$ cat config.mk
export PLATFORM = sky130hd
export DESIGN_NAME = stereo_mixer_peak_limiter
export DESIGN_NICKNAME = d
export VERILOG_FILES = /design/src/rtl/core/smpl_pkg.sv /design/src/rtl/core/stereo_mixer_peak_limiter.sv /design/src/rtl/core/smpl_ctrl.sv /design/src/rtl/core/smpl_datapath.sv
export SDC_FILE = /design/constraint.sdc
export NUM_CORES = 1
export LEC_CHECK = 0
export BUFFER_PORTS_ARGS = -buffer_cell sky130_fd_sc_hd__buf_2
export CORE_ASPECT_RATIO = 2
export CORE_MARGIN = 4
export CORE_UTILIZATION = 50
export CTS_BUF_LIST = sky130_fd_sc_hd__clkbuf_8
export CTS_CLUSTER_SIZE = 40
export DETAILED_ROUTE_END_ITERATION = 7
export PLACE_DENSITY = 0.68
export SLEW_MARGIN = 20
export SYNTH_ARGS = -nofsm -noshare
export SYNTH_HDL_FRONTEND = slang
export SYNTH_SLANG_ARGS = --single-unit
$ cat constraint.sdc
create_clock -name clk -period 10.1 [get_ports clk]
set_input_delay 1.01 -clock clk [delete_from_list [all_inputs] [get_ports clk]]
set_output_delay 1.01 -clock clk [all_outputs]
set_load 0.005 [all_outputs]
$ cat src/rtl/core/smpl_pkg.sv
`default_nettype none
// ----------------------------------------------------------------------------
// smpl_pkg
// Shared types and constants of the stereo mixer with peak limiter: frame
// payloads, controller states, controller commands and fixed-point constants.
// ----------------------------------------------------------------------------
package smpl_pkg;

    localparam int SampleW = 16;
    localparam int MixW    = 19;
    localparam int PeakW   = 18;
    localparam int GainW   = 17;
    localparam int QuoW    = 16;
    localparam int ProdW   = MixW + GainW + 1;
    localparam int FracW   = 16;

    localparam int DivSteps = QuoW;
    localparam int CountW   = $clog2(DivSteps);

    localparam logic [PeakW-1:0] PEAK_LIMIT = PeakW'(32767);
    localparam logic [MixW-1:0]  REM_INIT   = MixW'(32767);
    localparam logic [GainW-1:0] GAIN_ONE   = GainW'(65536);

    typedef struct packed {
        logic signed [SampleW-1:0] fm_left;
        logic signed [SampleW-1:0] fm_right;
        logic signed [SampleW-1:0] tone_left;
        logic signed [SampleW-1:0] tone_right;
        logic signed [SampleW-1:0] wave_left;
        logic signed [SampleW-1:0] wave_right;
    } frame_in_t;

    typedef struct packed {
        logic signed [SampleW-1:0] out_left;
        logic signed [SampleW-1:0] out_right;
        logic [GainW-1:0]          gain_used;
    } frame_out_t;

    typedef enum logic [2:0] {
        ST_IDLE,
        ST_PEAK,
        ST_DIV,
        ST_SEL,
        ST_MUL_L,
        ST_MUL_R,
        ST_WRITE
    } state_t;

    typedef struct packed {
        logic load;
        logic peak;
        logic div_step;
        logic sel_gain;
        logic mul_left;
        logic mul_right;
        logic finish;
    } cmd_t;

endpackage
`default_nettype wire

$ cat src/rtl/core/stereo_mixer_peak_limiter.sv
`default_nettype none
// ----------------------------------------------------------------------------
// stereo_mixer_peak_limiter
// Mixes three stereo sources (first at unit weight, the other two doubled)
// and scales both channels by a Q16 limiter gain that drops at once on peaks
// above full scale and recovers by one step per frame.
// ----------------------------------------------------------------------------
// One frame is processed at a time, from acceptance to the result register:
// the mix, peak detection, the restoring divider that computes the limit gain
// (one quotient bit per cycle), gain selection, the shared multiplier (left
// then right) and the write of the result. The next frame is accepted in the
// cycle after the write, while the previous result may still wait in the
// output register; a stalled output delays only the write of the following
// frame.
// ----------------------------------------------------------------------------
module stereo_mixer_peak_limiter
(
    input  wire logic                 clk,
    input  wire logic                 rst_n,
    input  wire logic                 in_valid,
    output logic                      in_stall,
    input  wire smpl_pkg::frame_in_t  in_data,
    output logic                      out_valid,
    input  wire logic                 out_stall,
    output smpl_pkg::frame_out_t      out_data
);
    import smpl_pkg::*;

    cmd_t cmd;

    smpl_ctrl u_ctrl
    (
        .clk       (clk),
        .rst_n     (rst_n),
        .in_valid  (in_valid),
        .in_stall  (in_stall),
        .out_valid (out_valid),
        .out_stall (out_stall),
        .cmd       (cmd)
    );

    smpl_datapath u_datapath
    (
        .clk      (clk),
        .rst_n    (rst_n),
        .cmd      (cmd),
        .in_data  (in_data),
        .out_data (out_data)
    );

endmodule
`default_nettype wire

$ cat src/rtl/core/smpl_ctrl.sv
`default_nettype none
// ----------------------------------------------------------------------------
// smpl_ctrl
// Frame sequencer: accepts one frame, steps the datapath through peak
// detection, the gain division, both channel products and the output write,
// and owns the output valid flag.
// ----------------------------------------------------------------------------
module smpl_ctrl
(
    input  wire logic          clk,
    input  wire logic          rst_n,
    input  wire logic          in_valid,
    output logic               in_stall,
    output logic               out_valid,
    input  wire logic          out_stall,
    output smpl_pkg::cmd_t     cmd
);
    import smpl_pkg::*;

    state_t              state_reg;
    state_t              state_next;
    logic [CountW-1:0]   count_reg;
    logic [CountW-1:0]   count_next;
    logic                out_valid_reg;
    logic                out_valid_next;
    logic                out_free;

    always_ff @(posedge clk or negedge rst_n)
    begin
        if (!rst_n)
        begin
            state_reg     <= ST_IDLE;
            count_reg     <= '0;
            out_valid_reg <= 1'b0;
        end
        else
        begin
            state_reg     <= state_next;
            count_reg     <= count_next;
            out_valid_reg <= out_valid_next;
        end
    end

    assign out_free = !out_valid_reg || !out_stall;

    always_comb
    begin
        state_next = state_reg;
        count_next = count_reg;
        cmd        = '0;
        in_stall   = 1'b1;
        out_valid_next = out_valid_reg && out_stall;
        case (state_reg)
            ST_IDLE:
            begin
                in_stall = 1'b0;
                if (in_valid)
                begin
                    cmd.load   = 1'b1;
                    state_next = ST_PEAK;
                end
            end
            ST_PEAK:
            begin
                cmd.peak   = 1'b1;
                count_next = '0;
                state_next = ST_DIV;
            end
            ST_DIV:
            begin
                cmd.div_step = 1'b1;
                count_next   = count_reg + 1'b1;
                if (count_reg == CountW'(DivSteps - 1))
                begin
                    state_next = ST_SEL;
                end
            end
            ST_SEL:
            begin
                cmd.sel_gain = 1'b1;
                state_next   = ST_MUL_L;
            end
            ST_MUL_L:
            begin
                cmd.mul_left = 1'b1;
                state_next   = ST_MUL_R;
            end
            ST_MUL_R:
            begin
                cmd.mul_right = 1'b1;
                state_next    = ST_WRITE;
            end
            ST_WRITE:
            begin
                if (out_free)
                begin
                    cmd.finish     = 1'b1;
                    out_valid_next = 1'b1;
                    state_next     = ST_IDLE;
                end
            end
            default:
            begin
                state_next = ST_IDLE;
            end
        endcase
    end

    assign out_valid = out_valid_reg;

endmodule
`default_nettype wire

$ cat src/rtl/core/smpl_datapath.sv
`default_nettype none
// ----------------------------------------------------------------------------
// smpl_datapath
// Mix, peak, restoring divider for the limit gain, shared scaling multiplier,
// kept limiter gain and the output register.
// ----------------------------------------------------------------------------
module smpl_datapath
(
    input  wire logic                 clk,
    input  wire logic                 rst_n,
    input  wire smpl_pkg::cmd_t       cmd,
    input  wire smpl_pkg::frame_in_t  in_data,
    output smpl_pkg::frame_out_t      out_data
);
    import smpl_pkg::*;

    logic signed [MixW-1:0]    mix_l_reg;
    logic signed [MixW-1:0]    mix_r_reg;
    logic signed [MixW-1:0]    mix_l_next;
    logic signed [MixW-1:0]    mix_r_next;
    logic [PeakW-1:0]          peak_reg;
    logic [PeakW-1:0]          peak_next;
    logic [MixW-1:0]           abs_l;
    logic [MixW-1:0]           abs_r;
    logic [MixW-1:0]           rem_reg;
    logic [MixW-1:0]           rem_next;
    logic [MixW-1:0]           rem_shift;
    logic [QuoW-1:0]           quo_reg;
    logic [QuoW-1:0]           quo_next;
    logic                      rem_ge;
    logic [GainW-1:0]          gain_reg;
    logic [GainW-1:0]          gain_next;
    logic [GainW-1:0]          gain_use_reg;
    logic [GainW-1:0]          gain_use_next;
    logic signed [MixW-1:0]    mul_a;
    logic signed [GainW:0]     mul_b;
    logic signed [ProdW-1:0]   prod_next;
    logic signed [ProdW-1:0]   prod_reg;
    logic signed [SampleW-1:0] left_res_reg;
    frame_out_t                out_reg;

    // fm + 2*tone + 2*wave per channel
    assign mix_l_next = {{3{in_data.fm_left[SampleW-1]}}, in_data.fm_left}
                      + {{2{in_data.tone_left[SampleW-1]}}, in_data.tone_left, 1'b0}
                      + {{2{in_data.wave_left[SampleW-1]}}, in_data.wave_left, 1'b0};
    assign mix_r_next = {{3{in_data.fm_right[SampleW-1]}}, in_data.fm_right}
                      + {{2{in_data.tone_right[SampleW-1]}}, in_data.tone_right, 1'b0}
                      + {{2{in_data.wave_right[SampleW-1]}}, in_data.wave_right, 1'b0};

    assign abs_l     = mix_l_reg[MixW-1] ? MixW'(-mix_l_reg) : MixW'(mix_l_reg);
    assign abs_r     = mix_r_reg[MixW-1] ? MixW'(-mix_r_reg) : MixW'(mix_r_reg);
    assign peak_next = (abs_l > abs_r) ? abs_l[PeakW-1:0] : abs_r[PeakW-1:0];

    // restoring division of 32767 << 16 by the peak, one quotient bit a step
    assign rem_shift = {rem_reg[MixW-2:0], 1'b0};
    assign rem_ge    = rem_shift >= {1'b0, peak_reg};
    assign rem_next  = rem_ge ? (rem_shift - {1'b0, peak_reg}) : rem_shift;
    assign quo_next  = {quo_reg[QuoW-2:0], rem_ge};

    assign gain_use_next = ((peak_reg > PEAK_LIMIT) && ({1'b0, quo_reg} < gain_reg))
                         ? {1'b0, quo_reg} : gain_reg;

    // one shared multiplier, left then right
    assign mul_a     = cmd.mul_left ? mix_l_reg : mix_r_reg;
    assign mul_b     = $signed({1'b0, gain_use_reg});
    assign prod_next = mul_a * mul_b;

    assign gain_next = (gain_use_reg < GAIN_ONE) ? (gain_use_reg + 1'b1) : gain_use_reg;

    always_ff @(posedge clk or negedge rst_n)
    begin
        if (!rst_n)
        begin
            gain_reg <= GAIN_ONE;
        end
        else if (cmd.finish)
        begin
            gain_reg <= gain_next;
        end
    end

    always_ff @(posedge clk)
    begin
        if (cmd.load)
        begin
            mix_l_reg <= mix_l_next;
            mix_r_reg <= mix_r_next;
        end
        if (cmd.peak)
        begin
            peak_reg <= peak_next;
            rem_reg  <= REM_INIT;
            quo_reg  <= '0;
        end
        if (cmd.div_step)
        begin
            rem_reg <= rem_next;
            quo_reg <= quo_next;
        end
        if (cmd.sel_gain)
        begin
            gain_use_reg <= gain_use_next;
        end
        if (cmd.mul_left || cmd.mul_right)
        begin
            prod_reg <= prod_next;
        end
        if (cmd.mul_right)
        begin
            left_res_reg <= prod_reg[FracW+SampleW-1:FracW];
        end
        if (cmd.finish)
        begin
            out_reg.out_left  <= left_res_reg;
            out_reg.out_right <= prod_reg[FracW+SampleW-1:FracW];
            out_reg.gain_used <= gain_use_reg;
        end
    end

    assign out_data = out_reg;

endmodule
`default_nettype wire

==> key figures, run 1 <==
Outcome
  – Status: complete, no violations

Clock tree
  – TritonCTS buffer count: 30
  – Clk slew on worst S/H paths: 0.07 ns
  – CTS tree: done
  – Worst-Skew Late Latency: around 0.67 ns
  – Post-CTS Hold Buffers: 0
  – Htree depth: 1
  – CTS Sinks: about 210
  – Post-CTS Setup Repair Bufs: 0
  – Clk buf depth: 3
  – Root Driver: clkbuf_8
  – Post-CTS sizing: 0

Synth
  – Most used standard cell by instance count after synthesis: inv_1
  – Mapped cell area: around 24000 µm²
  – Post-synth cell types: 67
  – Area fraction of the dominant cell type after synthesis: ~25%
  – Syn avg cell area: approximately 10 µm²
  – Synth top area cells: fa_1, edfxtp_1, ha_1
  – Synthesized netlist cell count: approximately 2400
  – Warnings, synthesis: 0
  – Syn Nets: 2956
  – Most frequent cells after synthesis: inv_1, fa_1, nand2_1
  – Post-synth EDFFs: between 150 and 200
  – Area leader, netlist: fa_1
  – Sequential area share after synthesis: about a quarter
  – Number of synthesized register bits: between 200 and 250
  – Async SR Flop Fraction: a little under an eighth
  – Main synth FF type: edfxtp_1

STA
  – Hold Vio Cnt, Final: 0
  – Fin crit period: around 8 ns
  – Slew margin rel.: approximately 29%
  – Unrepaired setup endpoints after global routing: false
  – Fmax achieved: roughly 120 MHz
  – Period Utilization, post-route: 79.78%
  – Worst Slack Setup Final: 2.042 ns
  – Worst slew pin tran: about 1.1 ns
  – Final setup fails: 0
  – Final setup TNS: 0 ns
  – Worst Skew: 0.04240 ns
  – Slew Limit Fails: 0

Global routing
  – Total track usage: a little under a quarter
  – Largest net degree at the start of global routing: 50
  – Vias in the first global route: 18800
  – Initial antenna violation count: 1
  – Overflow after GRT: 0
  – First-pass GRT wire length: 94540 µm

Placement
  – PortBufs: 150
  – Pre-CTS WS: approximately 2.1 ns
  – Gp weighted congestion: 0.9285
  – Area post-placement: 25010 µm²
  – HPWL after detailed placement: about 47000 µm

Routing
  – DRC: 0
  – Routed Wire Length: approximately 58000 µm
  – Vias/cell: approximately 5.4
  – Average wire per standard cell: between 15 and 20 µm
  – Antenna Nets Post-Route: 0
  – Initial DRC count: 721
  – Vias: between 15000 and 20000
  – Drt pass-1 iters: 5

Setup path
  – Most frequent CP cell: fa_1
  – Slowest Stage Delay on Critical Path: 0.56 ns
  – Critical path class: flip-flop to flip-flop
  – CP max FO: 21
  – CP Launch Type: flip-flop
  – Slowest cell on crit path: dfrtp_1
  – CP required: about 10 ns
  – Data arrival time of the worst path: ~8.4 ns
  – Setup crit end kind: flip-flop

Floorplan
  – FP Rows: ~110
  – Die Footprint: slightly above 50000 µm²
  – Core ar.: 46660 µm²
  – # IOs: about 150
  – Die X: approximately 160 µm
  – Die Y: ~320 µm
  – Initial Util: ~51%

Finish
  – Post-route cell area: 25770 µm²
  – Max reg flops: 49
  – Layout cell share with drive strength beyond 1: a little over a tenth
  – Final net count: ~3100
  – P&R area growth vs syn: 9.065%

Run
  – Max-Cap Viols: 0

Worst hold path
  – HP Class: input pin to asynchronous set/reset pin
-- area by class of cell --
| class | count | area (µm²) |
|---|---|---|
| fill | 4124 | 20890 |
| inverter | 454 | 1705 |
| clock buffer | 30 | 412.9 |
| clock inverter | 26 | 320.3 |
| sequential | 213 | 6272 |
| multi-input combinational | 1622 | 15360 |
| antenna | 1 | 2.502 |
| timing repair buffer | 170 | 912.1 |
| tap | 627 | 784.5 |
-- critical path: cells and delay by family (launching register included) --
| kind | cells | cell delay (ns) |
|---|---|---|
| XOR/XNOR | 1 | 0.13 |
| flip-flops | 1 | 0.56 |
| buffers and inverters | 6 | 0.79 |
| adder cells (fa/ha/maj) | 7 | 3.29 |
| AND/OR/NAND/NOR | 3 | 0.62 |
| multiplexers | 1 | 0.52 |
| AO/OA/AOI/OAI | 8 | 1.87 |
-- through the flow --
step	util [%]	std cells	hold WS, ns
finish	55.23	3143	0.3465
global route	55.23	3143	0.3721
CTS	55.16	3140	0.3446
detailed placement	53.59	3084	0.4045
global placement	53.59	3084	0.4038
floorplan	-	2365	0.4003
-- path summary, 6_finish.rpt --
check / from / end / slack, ns / cells past startpoint
setup / recovery: u_ctrl.state_reg[2]$_DFFE_PN0P_ / u_datapath.prod_reg[31]$_DFFE_PN_ / 2.04 / 26
hold / removal: rst_n / u_ctrl.out_valid$_DFF_PN0_ / 0.35 / 1
setup reg to reg: u_ctrl.state_reg[2]$_DFFE_PN0P_ / u_datapath.prod_reg[31]$_DFFE_PN_ / 2.04 / 26
hold reg to reg: u_datapath.left_res_reg[12]$_DFFE_PN_ / u_datapath.out_data[45]$_DFFE_PP_ / 0.42 / 0
max in group asynchronous: rst_n / u_datapath.gain_reg[2]$_DFFE_PN0P_ / 9.32 / 1
min in group clk: u_datapath.left_res_reg[12]$_DFFE_PN_ / u_datapath.out_data[45]$_DFFE_PP_ / 0.42 / 0
-- per-layer routing --
metal / share of wire, % / vias up / routed length, µm / GRT usage, %
met2: 57 / 471 / 32790 / 47.35
met3: 4.2 / 194 / 2425 / 2.674
li1: - / 7839 / - / -
met1: 32 / 8336 / 18740 / 22.22
met5: 0 / - / 0 / 0
met4: 6.9 / 0 / 3999 / 14.09
-- cells in the final DEF, fill, tap and decap left out, drive strengths merged, types with 28 or more instances in the layout --
master / netlist / layout
nand2: 219 / 219
xnor2: 87 / 87
buf: 6 / 170
ha: 200 / 200
xor2: 59 / 59
o21ai: 75 / 75
nand3: 35 / 35
a21oi: 64 / 64
edfxtp: 188 / 188
fa: 291 / 291
clkbuf: 70 / 30
nor2: 83 / 83
a21o: 28 / 28
and2: 195 / 195
nor2b: 30 / 30
inv: 454 / 457
mux2: 34 / 34
-- logic make-up (layout without fill, tap and decap cells) --
family          count (synthesis)  count (layout)  synth area share, %
flops                         213             213                26.54
buf+inv                       530             680                8.503
fa+ha+maj                     491             491                35.24
other cells                     0               1                    0
xor+xnor                      147             147                5.506
mux                            53              53                2.584
compound gates                277             277                7.693
simple gates                  654             654                13.93
Power of run 1 is not shown: default switching activity piles up to over one toggle a cycle in this logic, so the estimate is an artifact.
==> run 2, diff against run 1 <==
==> constraint.sdc (replaced) <==
create_clock -name clk -period 8.42 [get_ports clk]
set_input_delay 0.842 -clock clk [delete_from_list [all_inputs] [get_ports clk]]
set_output_delay 0.842 -clock clk [all_outputs]
set_load 0.005 [all_outputs]
==> run 2 against run 1 <==
  * Via count up 0.15%
  * Highest routed layer unchanged
  * Routed wire length up 1.7%
  * Setup slack worse by 1.5 ns
  * Hold slack worse by 0.11 ns
  * Core utilization about the same
  * Register-to-register slack worse by 1.5 ns
==> key figures, run 2 (synthesis gave the netlist of run 1 again) <==
Floorplan
  – Die Y: about 320 µm
  – Initial Util: around 50%
  – Die Footprint: between 50000 and 60000 µm²
  – Core ar.: ~47000 µm²
  – # IOs: roughly 150
  – Die X: ~160 µm
  – FP Rows: between 100 and 150

Finish
  – Commonest non-fill, non-tap cells in the layout: inv_1, fa_1, nand2_1, ha_1, and2_1
  – Max reg flops: between 40 and 50
  – Final net count: 3091
  – P&R area growth vs syn: 9.059%
  – Layout cell share with drive strength beyond 1: between 10% and 20%
  – Filler instances: ~4100
  – Commonest non-fill, non-tap cell in the layout: inv_1

STA
  – Worst slew pin tran: between 1 and 1.5 ns
  – Slew margin rel.: between 20% and 30%
  – Unrepaired setup endpoints after global routing: false
  – Slew Limit Fails: 0
  – Period Utilization, post-route: between 90 and 100%
  – Final setup fails: 0
  – Final setup TNS: 0 ns
  – Fmax achieved: 127.7 MHz
  – Final hold slack: between 0.2 and 0.25 ns
  – Hold Vio Cnt, Final: 0
  – Worst Skew: 0.03162 ns
  – Fin crit period: 7.828 ns

Routing
  – Average wire per standard cell: 18.68 µm
  – Initial DRC count: roughly 780
  – DRC: 0
  – Vias: 16870
  – Routed Wire Length: 58930 µm
  – Vias/cell: 5.347
  – Drt pass-1 iters: 6
  – Antenna Nets Post-Route: 0

Global routing
  – First-pass GRT wire length: between 90000 and 100000 µm
  – Overflow after GRT: 0
  – Vias in the first global route: ~19000
  – Total track usage: 23.92%
  – Initial antenna violation count: 1
  – Largest net degree at the start of global routing: 50

Setup path
  – CP max FO: 21
  – CP Launch Type: flip-flop
  – Critical path class: flip-flop to flip-flop
  – Data arrival time of the worst path: approximately 8.2 ns
  – Setup crit end kind: flip-flop
  – CP required: approximately 8.7 ns

Clock tree
  – Worst-Skew Late Latency: just under 0.6 ns
  – Post-CTS Setup Repair Bufs: 0
  – CTS tree: done
  – Clk buf depth: 3
  – Post-CTS sizing: 0
  – TritonCTS buffer count: 34
  – Root Driver: clkbuf_8
  – Clk slew on worst S/H paths: 0.08 ns
  – Htree depth: 2
  – Post-CTS Hold Buffers: 0
  – CTS Sinks: about 210

Worst hold path
  – HP Class: input pin to asynchronous set/reset pin

Placement
  – Gp weighted congestion: ~0.96
  – HPWL after detailed placement: 48190 µm
  – PortBufs: 150

Outcome
  – Status: complete, no violations

Run
  – Max-Cap Viols: 0
-- run 2: worst paths after layout --
| check | from | to | slack [ns] | cells after the start |
|---|---|---|---|---|
| worst min-delay path | rst_n | u_datapath.gain_reg[11]$_DFFE_PN0P_ | 0.24 | 1 |
| max in group asynchronous | rst_n | u_datapath.gain_reg[0]$_DFFE_PN0P_ | 7.74 | 1 |
| worst max-delay path | u_ctrl.state_reg[2]$_DFFE_PN0P_ | u_datapath.prod_reg[31]$_DFFE_PN_ | 0.59 | 25 |
| worst min register to register | u_datapath.left_res_reg[10]$_DFFE_PN_ | u_datapath.out_data[43]$_DFFE_PP_ | 0.42 | 0 |
| min in group clk | u_datapath.left_res_reg[10]$_DFFE_PN_ | u_datapath.out_data[43]$_DFFE_PP_ | 0.42 | 0 |
| worst max register to register | u_ctrl.state_reg[2]$_DFFE_PN0P_ | u_datapath.prod_reg[31]$_DFFE_PN_ | 0.59 | 25 |
-- run 2: layout make-up --
class                           count  area [µm²]  share of cell area [%]
Clock inverter                     28       237.7                  0.9224
Sequential cell                   213        6272                   24.34
Timing Repair Buffer              175       938.4                   3.641
Clock buffer                       34       467.9                   1.816
Multi-Input combinational cell   1622       15360                   59.61
Antenna cell                        1       2.502                0.009710
Tap cell                          627       784.5                   3.044
Inverter                          454        1705                   6.617
-- run 2: routing by layer --
| layer | GRT usage (%) | wire length (µm) | share of wire [%] |
|---|---|---|---|
| met1 | 23.24 | 19610 | 33 |
| met2 | 47.58 | 33430 | 57 |
| met3 | 2.243 | 1929 | 3.3 |
| met4 | 14.62 | 3952 | 6.7 |
| met5 | 0 | 0 | 0 |
-- run 2: worst max-delay path, cell delays in order (launching register included) --
cell,delay (ns)
dfrtp_1,0.54
nor2b_2,0.22
nor2b_1,0.13
buf_4,0.27
mux2_2,0.52
and2_1,0.24
fa_1,0.53
inv_1,0.05
fa_1,0.53
fa_1,0.44
fa_1,0.49
inv_1,0.06
fa_1,0.53
inv_1,0.05
fa_1,0.52
inv_1,0.04
ha_1,0.22
a211oi_1,0.19
o21ai_0,0.12
a31oi_1,0.36
o21ai_0,0.27
a41o_1,0.37
o41a_1,0.36
a21oi_1,0.24
o21bai_1,0.11
xnor2_1,0.12
-- run 2: per-stage QoR --
| stage | instance area [µm²] | utilization (%) | worst slack (ns) | std cells |
|---|---|---|---|---|
| after floorplan | 23630 | - | 0.4583 | 2365 |
| after global placement | 25060 | 53.71 | 0.8139 | 3091 |
| after detailed placement | 25060 | 53.71 | 0.6961 | 3091 |
| after CTS | 25770 | 55.22 | 0.6638 | 3153 |
| after global routing | 25770 | 55.23 | 0.2893 | 3154 |
| final | 25770 | 55.23 | 0.5920 | 3154 |
Power of run 2 is left out for the same reason.
